`src/rtl/core/assert_macros.svh`:
```
// Assertion macros shared by the substring finder RTL.
// Expects a clock named clk and an active-low reset named rst_n in scope.
`ifndef ASSERT_MACROS_SVH
`define ASSERT_MACROS_SVH

// Same-cycle implication.
`define SFMF_ASSERT_IMP(label, ante, cons) \
    label: assert property (@(posedge clk) disable iff (!rst_n) (ante) |-> (cons)) \
        else $error("sfmf assertion failed");

// Next-cycle implication.
`define SFMF_ASSERT_NXT(label, ante, cons) \
    label: assert property (@(posedge clk) disable iff (!rst_n) (ante) |=> (cons)) \
        else $error("sfmf assertion failed");

`endif

```
`src/rtl/core/sfmf_pkg.sv`:
```
// Package for the substring first-match finder.
// Holds control struct, input kind codes and result status codes; no dependencies.
`timescale 1ns / 1ps

package sfmf_pkg;

    typedef enum logic
    {
        KIND_PATTERN = 1'b0,
        KIND_TEXT    = 1'b1
    } kind_t;

    typedef enum logic [1:0]
    {
        STATUS_FOUND     = 2'd0,
        STATUS_NOT_FOUND = 2'd1,
        STATUS_OVERFLOW  = 2'd2
    } status_t;

    // Broadcast from the top level to every cell of the chain.
    typedef struct packed
    {
        logic       load;
        logic       shift;
        logic       clear;
        logic [7:0] data;
    } cell_ctrl_t;

endpackage

```
`src/rtl/core/sfmf_cell.sv`:
```
// One pattern position: stored pattern byte and its partial-match bit.
// Depends on sfmf_pkg.
`timescale 1ns / 1ps

module sfmf_cell
    import sfmf_pkg::*;
(
    input  logic       clk,
    input  logic       rst_n,
    input  cell_ctrl_t ctrl,
    input  logic       sel,
    input  logic       active,
    input  logic       match_in,
    output logic       hit,
    output logic       match
);

    logic [7:0] pat_reg;
    logic       match_reg;
    logic       match_next;

    always_ff @(posedge clk)
    begin
        if (ctrl.load && sel)
        begin
            pat_reg <= ctrl.data;
        end
    end

    assign hit = active & match_in & (pat_reg == ctrl.data);

    always_comb
    begin
        if (ctrl.clear)
        begin
            match_next = 1'b0;
        end
        else if (ctrl.shift)
        begin
            match_next = hit;
        end
        else
        begin
            match_next = match_reg;
        end
    end

    always_ff @(posedge clk or negedge rst_n)
    begin
        if (!rst_n)
        begin
            match_reg <= 1'b0;
        end
        else
        begin
            match_reg <= match_next;
        end
    end

    assign match = match_reg;

endmodule

```
`src/rtl/core/sfmf_chain.sv`:
```
// Row of sfmf_cell instances; match bits pass from each cell to the next.
// Depends on sfmf_pkg and sfmf_cell.
`timescale 1ns / 1ps

module sfmf_chain
    import sfmf_pkg::*;
#(
    parameter int DEPTH = 64,
    parameter int LEN_W = $clog2(DEPTH + 1)
)
(
    input  logic             clk,
    input  logic             rst_n,
    input  cell_ctrl_t       ctrl,
    input  logic [LEN_W-1:0] len,
    output logic             found
);

    `include "assert_macros.svh"

    logic [DEPTH-1:0] match_vec;
    logic [DEPTH-1:0] hit_vec;
    logic [DEPTH-1:0] last_vec;

    for (genvar j = 0; j < DEPTH; j++)
    begin : g_cell
        logic prev;
        logic sel;
        logic active;

        if (j == 0)
        begin : g_head
            assign prev = 1'b1;
        end
        else
        begin : g_body
            assign prev = match_vec[j-1];
        end

        assign sel         = (len == LEN_W'(j));
        assign active      = (len > LEN_W'(j));
        assign last_vec[j] = (len == LEN_W'(j + 1));

        sfmf_cell u_cell
        (
            .clk      (clk),
            .rst_n    (rst_n),
            .ctrl     (ctrl),
            .sel      (sel),
            .active   (active),
            .match_in (prev),
            .hit      (hit_vec[j]),
            .match    (match_vec[j])
        );
    end

    // Final pattern position matched on this byte.
    assign found = |(hit_vec & last_vec);

    `SFMF_ASSERT_IMP(a_one_last, 1'b1, $onehot0(last_vec))
    `SFMF_ASSERT_IMP(a_match_in_range, 1'b1, (match_vec & ~(last_vec | (last_vec - 1'b1))) == '0)

endmodule

```
`src/rtl/core/substring_first_match_finder.sv`:
```
// Top level of the substring first-match finder: stream ports, pattern length,
// text position, answer control and the result register. Uses sfmf_pkg, sfmf_chain.
`timescale 1ns / 1ps

// Loads a pattern (kind 0) of up to MAX_PATTERN_BYTES bytes, then scans a text
// (kind 1) and returns one result per text: the offset of the leftmost match,
// not found at the text's last transfer, or overflow when the pattern was too
// long. Input transfers can follow one another with no gaps between them:
// each text byte updates all pattern cells of the chain in the cycle it is
// taken. A result is visible in the output register the cycle after the
// deciding transfer; input stays open while the result waits unless the output
// register is full and the sink is stalled.
module substring_first_match_finder
    import sfmf_pkg::*;
#(
    parameter int MAX_PATTERN_BYTES = 64,
    parameter int OFFSET_BITS       = 32
)
(
    input  logic        clk,
    input  logic        rst_n,
    input  logic        s_axis_tvalid,
    output logic        s_axis_tready,
    input  logic [7:0]  s_axis_tdata,   // [7:0] byte_value
    input  logic [1:0]  s_axis_tuser,   // [0] kind, [1] has_byte
    input  logic        s_axis_tlast,   // is_last
    output logic        m_axis_tvalid,
    input  logic        m_axis_tready,
    output logic [31:0] m_axis_tdata,   // [31:0] match_offset
    output logic [1:0]  m_axis_tuser    // [1:0] status
);

    `include "assert_macros.svh"

    localparam int LEN_W = $clog2(MAX_PATTERN_BYTES + 1);
    localparam logic [LEN_W-1:0] LEN_MAX = LEN_W'(MAX_PATTERN_BYTES);
    localparam logic [OFFSET_BITS-1:0] POS_MAX = {OFFSET_BITS{1'b1}};

    logic [LEN_W-1:0]       len_reg, len_next;
    logic                   ovf_reg, ovf_next;
    logic                   loading_reg, loading_next;
    logic                   ans_reg, ans_next;
    logic [OFFSET_BITS-1:0] pos_reg, pos_next;
    logic                   out_valid_reg, out_valid_next;
    status_t                out_status_reg, out_status_next;
    logic [OFFSET_BITS-1:0] out_offset_reg, out_offset_next;

    logic                   xfer;
    logic                   is_text;
    logic                   has_byte;
    logic                   start;
    logic [LEN_W-1:0]       len_base;
    logic [LEN_W-1:0]       len_m1;
    logic [OFFSET_BITS-1:0] match_off;
    logic                   found;
    logic                   emit;
    cell_ctrl_t             ctrl;

    assign s_axis_tready = !out_valid_reg || m_axis_tready;
    assign xfer     = s_axis_tvalid && s_axis_tready;
    assign is_text  = (kind_t'(s_axis_tuser[0]) == KIND_TEXT);
    assign has_byte = s_axis_tuser[1];
    assign start    = !is_text && !loading_reg;
    assign len_base = start ? '0 : len_reg;
    assign len_m1   = len_reg - 1'b1;
    assign match_off = pos_reg - OFFSET_BITS'(len_m1);

    always_comb
    begin
        ctrl.data  = s_axis_tdata;
        ctrl.load  = xfer && !is_text && has_byte && (len_base < LEN_MAX);
        ctrl.shift = xfer && is_text && !ans_reg && !ovf_reg && (len_reg != '0) && has_byte;
        ctrl.clear = xfer && (is_text ? s_axis_tlast : start);
    end

    sfmf_chain #(
        .DEPTH (MAX_PATTERN_BYTES),
        .LEN_W (LEN_W)
    ) u_chain (
        .clk   (clk),
        .rst_n (rst_n),
        .ctrl  (ctrl),
        .len   (len_base),
        .found (found)
    );

    always_comb
    begin
        len_next        = len_reg;
        ovf_next        = ovf_reg;
        loading_next    = loading_reg;
        ans_next        = ans_reg;
        pos_next        = pos_reg;
        emit            = 1'b0;
        out_status_next = out_status_reg;
        out_offset_next = out_offset_reg;

        if (xfer && !is_text)
        begin
            len_next     = len_base;
            ovf_next     = start ? 1'b0 : ovf_reg;
            loading_next = !s_axis_tlast;
            if (start)
            begin
                ans_next = 1'b0;
                pos_next = '0;
            end
            if (has_byte)
            begin
                if (len_base < LEN_MAX)
                begin
                    len_next = len_base + 1'b1;
                end
                else
                begin
                    ovf_next = 1'b1;
                end
            end
        end
        else if (xfer)
        begin
            loading_next = 1'b0;
            if (!ans_reg)
            begin
                if (ovf_reg)
                begin
                    emit            = 1'b1;
                    out_status_next = STATUS_OVERFLOW;
                    out_offset_next = '0;
                end
                else if (len_reg == '0)
                begin
                    emit            = 1'b1;
                    out_status_next = STATUS_FOUND;
                    out_offset_next = '0;
                end
                else if (has_byte)
                begin
                    if (found)
                    begin
                        emit            = 1'b1;
                        out_status_next = STATUS_FOUND;
                        out_offset_next = match_off;
                    end
                    if (pos_reg != POS_MAX)
                    begin
                        pos_next = pos_reg + 1'b1;
                    end
                end
                if (!emit && s_axis_tlast)
                begin
                    emit            = 1'b1;
                    out_status_next = STATUS_NOT_FOUND;
                    out_offset_next = '0;
                end
                ans_next = emit;
            end
            if (s_axis_tlast)
            begin
                ans_next = 1'b0;
                pos_next = '0;
            end
        end
    end

    always_comb
    begin
        if (emit)
        begin
            out_valid_next = 1'b1;
        end
        else if (m_axis_tready)
        begin
            out_valid_next = 1'b0;
        end
        else
        begin
            out_valid_next = out_valid_reg;
        end
    end

    always_ff @(posedge clk or negedge rst_n)
    begin
        if (!rst_n)
        begin
            len_reg       <= '0;
            ovf_reg       <= 1'b0;
            loading_reg   <= 1'b0;
            ans_reg       <= 1'b0;
            pos_reg       <= '0;
            out_valid_reg <= 1'b0;
        end
        else
        begin
            len_reg       <= len_next;
            ovf_reg       <= ovf_next;
            loading_reg   <= loading_next;
            ans_reg       <= ans_next;
            pos_reg       <= pos_next;
            out_valid_reg <= out_valid_next;
        end
    end

    always_ff @(posedge clk)
    begin
        if (emit)
        begin
            out_status_reg <= out_status_next;
            out_offset_reg <= out_offset_next;
        end
    end

    assign m_axis_tvalid = out_valid_reg;
    assign m_axis_tuser  = out_status_reg;
    assign m_axis_tdata  = 32'(out_offset_reg);

    `SFMF_ASSERT_IMP(a_len_bound, 1'b1, len_reg <= LEN_MAX)
    `SFMF_ASSERT_IMP(a_ovf_full, ovf_reg, len_reg == LEN_MAX)
    `SFMF_ASSERT_NXT(a_emit_shown, emit, m_axis_tvalid)
    `SFMF_ASSERT_IMP(a_no_overrun, emit, !out_valid_reg || m_axis_tready)

endmodule
```
`config.mk`:
```
export PLATFORM = sky130hd
export DESIGN_NAME = substring_first_match_finder
export DESIGN_NICKNAME = d
export VERILOG_FILES = /design/src/rtl/core/sfmf_pkg.sv /design/src/rtl/core/sfmf_cell.sv /design/src/rtl/core/sfmf_chain.sv /design/src/rtl/core/substring_first_match_finder.sv
export VERILOG_INCLUDE_DIRS = /design/src /design/src/rtl/core
export SDC_FILE = /design/constraint.sdc
export NUM_CORES = 1
export LEC_CHECK = 0
export BUFFER_PORTS_ARGS = -buffer_cell sky130_fd_sc_hd__buf_2
export CAP_MARGIN = 20
export CELL_PAD_IN_SITES_DETAIL_PLACEMENT = 0
export CELL_PAD_IN_SITES_GLOBAL_PLACEMENT = 1
export CORE_MARGIN = 2
export CORE_UTILIZATION = 40
export DETAILED_ROUTE_END_ITERATION = 8
export GPL_ROUTABILITY_DRIVEN = 0
export PLACE_DENSITY_LB_ADDON = 0.3
export REMOVE_ABC_BUFFERS = 1
export SYNTH_ARGS = -nofsm -noshare
export SYNTH_HDL_FRONTEND = slang
export SYNTH_SLANG_ARGS = --single-unit
```
`constraint.sdc`:
```
create_clock -name clk -period 8.8 [get_ports clk]
set_input_delay 1.76 -clock clk [delete_from_list [all_inputs] [get_ports clk]]
set_output_delay 1.76 -clock clk [all_outputs]
set_load 0.005 [all_outputs]
```
## After elaboration in Yosys (flattened, before gate mapping)

Index checks and enable logic that the tools add are counted.

- Register bits: 652
- Word-level logic and storage cells: 734
- Input port bits: 15
- Output and inout bits: 36

- Equality and inequality tests: 133
- $lt $le $gt $ge: 65
- Bitwise logic cells: 130
- Reductions and logical operators: 99
- Add/subtract/negate cells: 4
- Multiplexer cells: 168

Operators by type and width:

| operator | count |
|---|---|
| 8-bit equality test | 64 |
| 32-bit two-way mux | 11 |
| 7-bit by 6-bit equality test with 1-bit output, second input constant | 32 |
| 7-bit by 6-bit > comparator with 1-bit output, second input constant | 32 |
| 1-bit two-way mux | 150 |
| 1-bit AND | 127 |
| 7-bit by 5-bit equality test with 1-bit output, second input constant | 16 |
| 7-bit by 5-bit > comparator with 1-bit output, second input constant | 16 |
| 1-bit logical AND | 76 |
| 64-bit AND | 1 |
| 64-bit OR reduction | 1 |
| 7-bit by 4-bit equality test with 1-bit output, second input constant | 8 |
| 7-bit by 4-bit > comparator with 1-bit output, second input constant | 8 |
| 32-bit by 1-bit adder with 32-bit output, second input constant | 1 |
| 32-bit inequality test, second input constant | 1 |
| 32-bit by 7-bit subtractor with 32-bit output | 1 |
| 7-bit by 3-bit equality test with 1-bit output, second input constant | 4 |
| 7-bit by 3-bit > comparator with 1-bit output, second input constant | 4 |
| 7-bit two-way mux | 3 |
| 7-bit by 2-bit equality test with 1-bit output, second input constant | 2 |
| 7-bit by 1-bit > comparator with 1-bit output, second input constant | 2 |
| 7-bit by 2-bit > comparator with 1-bit output, second input constant | 2 |
| 7-bit logical NOT | 2 |
| 2-bit two-way mux | 4 |
| other kinds (19) | 31 |

## Depth between registers and ports, before layout

- Depth in word-level cells: 22
- Depth in mapped cells: 18
- Gate-level depth less buffers: 13

## Cells and area by module

A second synthesis with hierarchy kept.

- Cells, all modules: 2524
- Area, all modules: 31252.5 um^2

Modules (own cells, without submodules):

| module | area each (um^2) | seq. area each (um^2) | instances | cells an instance |
|---|---|---|---|---|
| sfmf_cell | 390.4 | 265.3 | 64 | 27 |
| substring_first_match_finder | 4514.3 | 2097.0 | 1 | 481 |
| sfmf_chain | 1754.2 | 0.0 | 1 | 315 |

## Worst setup path after synthesis

OpenSTA, ideal clock, no wires.

- Kind: in2reg
- Start point: input s_axis_tuser[0]
- End point: register out_offset_reg[0], in the netlist m_axis_tdata[0] (enable)
- Required time: 8388 ps
- Path buffers: 3
- Path slack: 3007 ps
- Arrival: 5381 ps
- Stages: 16
- Setup time: 412 ps
- Cell sequence: or2_2 -> clkbuf_1 -> clkbuf_1 -> nand2_1 -> inv_1 -> ha_1 -> clkbuf_1 -> nand4bb_1 -> nor3_1 -> nor4_1 -> a22oi_1 -> nand4_1 -> or4_1 -> o41a_1 -> o31ai_1 -> inv_1

- Longest elaborated chain between the ends: 22
- Elaborated cells on any way between the ends: 278
- Classes of those cells: order compare: 64; eq/ne: 64; mux: 12; bitwise: 129; reduce/logical: 9

Ends and longest elaborated chain:

| item | line | source |
|---|---|---|
| from (decl) | substring_first_match_finder.sv:25 | `input logic [1:0] s_axis_tuser,` |
| 1-bit logical NOT * | substring_first_match_finder.sv:63, substring_first_match_finder.sv:98 |  |
| 1-bit logical AND | substring_first_match_finder.sv:63 | `assign start = !is_text && !loading_reg;` |
| 7-bit two-way mux | substring_first_match_finder.sv:64 | `assign len_base = start ? '0 : len_reg;` |
| 7-bit by 1-bit > comparator with 1-bit output, or another cell as far along | sfmf_chain.sv:41 | `assign active = (len > LEN_W'(j));` |
| 1-bit AND (2 in series) | sfmf_cell.sv:30 | `assign hit = active & match_in & (pat_reg == ctrl.data);` |
| 64-bit AND | sfmf_chain.sv:58 | `assign found = \|(hit_vec & last_vec);` |
| 64-bit OR reduction | sfmf_chain.sv:58 |  |
| 1-bit two-way mux | substring_first_match_finder.sv:139 | `if (found)` |
| [... 5 more ...] | - |  |
| 1-bit two-way mux | substring_first_match_finder.sv:98 | `if (xfer && !is_text)` |
| 1-bit logical NOT | substring_first_match_finder.sv:150 | `if (!emit && s_axis_tlast)` |
| 1-bit logical AND | substring_first_match_finder.sv:150 |  |
| 1-bit two-way mux | substring_first_match_finder.sv:150 |  |
| 1-bit two-way mux | substring_first_match_finder.sv:123 | `if (!ans_reg)` |
| 1-bit two-way mux | substring_first_match_finder.sv:120 | `else if (xfer)` |
| 1-bit two-way mux | substring_first_match_finder.sv:98 |  |
| 6-bit AND reduction (no source line) * | - |  |
| to (signal assigned) | substring_first_match_finder.sv:209 | `out_offset_reg <= out_offset_next;` |
| to (decl) | substring_first_match_finder.sv:46 | `logic [OFFSET_BITS-1:0] out_offset_reg, out_offset_next;` |

Mark *: on every way between the ends. The rest lies on a longest branch, timed or not. The select of a mux whose other input is x is not followed.
A chain may end at the register's enable or synchronous reset.

## Worst setup path in the final report

- Start point: input s_axis_tuser[0]
- End point: register out_offset_reg[25], in the netlist m_axis_tdata[25] (enable)

The elaborated chain is that of the path after synthesis.

==> results.toml <==
[run_status]
status = "complete, no violations"

[timing]
post-route-period-util_pct = 74.2
setup_tns_ns = 0
finalWorstSetupSlack_ns = 2.27
finalHoldViolCount = 0
max_freq_ghz = 0.153
hold_ws_ns = 0.513
slew_headroom_pct = 26.9
drv_slew = 0
final-setup-viol-count = 0
period_needed_ns = 6.53
rsz0062_at_grt = "no"
finalClockSkew_ns = 0.0307
worstMarginPinSlew_ns = 1.10

[final_layout]
drive_gt1_share_pct = 10.2
final_nets = 2482
fill_cells = 6741
fin_util_pct = 45.3
largest_reg_flops = 512
area_delta_synth_final_pct = 12.6

[placed_design]
port_buffers = 50
place_ws_ns = 1.63
dp_hpwl_um = 54300

[cts]
post-cts-setup-buffers = 0
clock-sinks = 652
cts_max_path_buffers = 3
clock_insertion_delay_worst_skew_ns = 0.62
cts_tree = "built"
path_clk_slew_ns = 0.06
cts_buffers = 73
cts_max_level = 3
cts_resized = 0
holdBufCountCts = 0
cts_root_buf = "clkbuf_16"

[synth]
syn_area_um2 = 30500
yosysMostFrequentCell = "edfxtp_1"
syn_avg_cell_area_um2 = 12.7
synth_top_area_share_pct = 53.8
seq_area_frac_synth_pct = 62.5
syn-instance-count = 2397
synth.area.top_cells = "edfxtp_1, xnor2_1, dfrtp_1"
synth_flop_cell = "edfxtp_1"
yosysUniqueCellTypes = 77
ys_top_cells_by_count = "edfxtp_1, xnor2_1, xor2_1"
ys_warn_count = 0
synth_area_leader_cell = "edfxtp_1"
synth_edf_count = 546
async_reset_ff_share_pct = 16.3
synth_seq_cells = 652

[global_route]
grt_overflow = 0
track_usage_pct = 21.3
grt_max_degree = 70
grt_pass1_wl_um = 126000
antenna_found_initial = 1
grt_pass1_vias = 19500

[floorplanning]
die_w_um = 280
rows = 101
die_h_um = 280
dieArea_um2 = 78400
start_util_pct = 40.2
io_pins = 51
coreArea_um2 = 75700

[critical_path]
cp_top_family = "simple AND/OR/NAND/NOR gates"
r2r_slack_ns = 3.05
reg2reg_to = "m_axis_tdata[25]$_SDFFCE_PP0P_"
cp-end-kind = "flop"
cp_data_required_time_ns = 9.16
critPathLaunch = "s_axis_tuser[0]"
worstSetupStartpointType = "primary input"
max_stage_delay_ns = 0.71
r2r-start = "loading_reg$_DFFE_PN0N_"
path_buf_inv = 4
critPathMaxFanout = 30
arrival_ns = 6.89
cp.depth = 15
critPathMostFrequentCell = "or4_1"
cp_slowest_cell = "or2_2"
cp_cell_sequence = "buf_2 > or2_2 > nand2_1 > inv_1 > ha_1 > nand2b_1 > or4_1 > nand4_1 > or4_1 > o22ai_1 > or4_1 > o41a_1 > o31ai_1 > inv_1 > buf_16"
worstSetupPathType = "primary input to flop"
worst_r2r_path_depth = 14

[route]
post_drt_wl_per_cell_um = 23.7
first_iter_violations = 2144
via_per_inst = 5.65
drc = 0
routed-via-count = 19700
first_pass_iters = 7
wl_um = 82700
ant_nets = 0

[min_path]
whs_path_depth = 2
worstHoldPathType = "flop to flop"
hp-start = "u_chain.g_cell[38].u_cell.match$_DFFE_PN0P_"
min_to = "u_chain.g_cell[38].u_cell.match$_DFFE_PN0P_"

[power_and_ir_drop]
irDropWorstVdd_uv = 175
p_leak_nw = 11.2
powerDensity_nw_per_um2 = 202

[run]
maxCapViolCount = 0
## logic make-up (layout without fill, tap and decap cells)
group	count (synthesis)	after routing	synth area share, %
and+or+nand+nor	769	769	13.1
adders and majority gates	14	14	0.600
muxes	3	3	0.0986
buffers and inverters	167	280	2.53
AOI/OAI and AO/OA	222	222	4.77
DFF	652	652	62.5
xor gates and xnor gates	570	570	16.4
other	0	1	0
## worst max-delay path by stage
stage / endpoint
final: m_axis_tdata[25]$_SDFFCE_PP0P_
after detailed placement: m_axis_tdata[23]$_SDFFCE_PP0P_
after floorplan: pos_reg[21]$_DFFE_PN0P_
after CTS: m_axis_tdata[23]$_SDFFCE_PP0P_
after global placement: m_axis_tdata[24]$_SDFFCE_PP0P_
after global routing: m_axis_tdata[25]$_SDFFCE_PP0P_
## layout by cell type, fill, tap and decap left out, drive strengths merged, types with 8 or more instances in the layout
cell and instances:
nor3 83, xnor2 418, nor4 83, ha 13, dfrtp 106, nor2 147, or4 21, xor2 152
nand4 95, nand2b 14, o211ai 8, nand3 92, inv 15, edfxtp 546, nand2 136, and2 15
and3 15, a21oi 78, or3 27, clkinv 27, a31oi 12, o2111ai 10, or2 10, clkbuf 102
o31ai 10, nor2b 11, buf 130, o21ai 39
## final cells by class
type	instances	area, µm²	area share, %
clock buffer	98	2020	5.90
sequential	652	19000	55.5
timing repair buffer	134	1020	2.97
tap	978	1220	3.57
multi-input combinational	1578	10700	31.1
clock inverter	34	244	0.711
inverter	14	52.6	0.153
antenna	1	2.50	0.00730
## through the flow
step,area [µm²],cells,total power [mW]
finish,34300,3489,6.91
CTS,34200,3479,6.97
floorplan,29700,2244,3.77
global placement,31900,3338,4.06
global route,34300,3488,7.16
detailed placement,31900,3347,4.07
## report_power, final
part           leakage (nW)  internal (mW)  switching [mW]
clock network          1.10           1.70            1.20
logic                  3.75          0.189           0.418
registers              6.40           3.39          0.0209
total                  11.2           5.28            1.64
## layer usage
metal  GRT usage (%)  part of all wire (%)  wire length (µm)  up-vias
li1                -                     -                 -     8846
met1            29.7                    43             35900     9847
met2            32.9                    45             37600      812
met3            4.83                   7.6              6290      194
met4            7.36                   3.6              3010        0
met5               0                     0                 0        -
## worst min-delay path: stages (launching register included)
cell and delay (ns):
dfrtp_1 0.34, a21oi_1 0.06, nor2_1 0.07
Note: power is estimated with default switching activity, not from simulation.
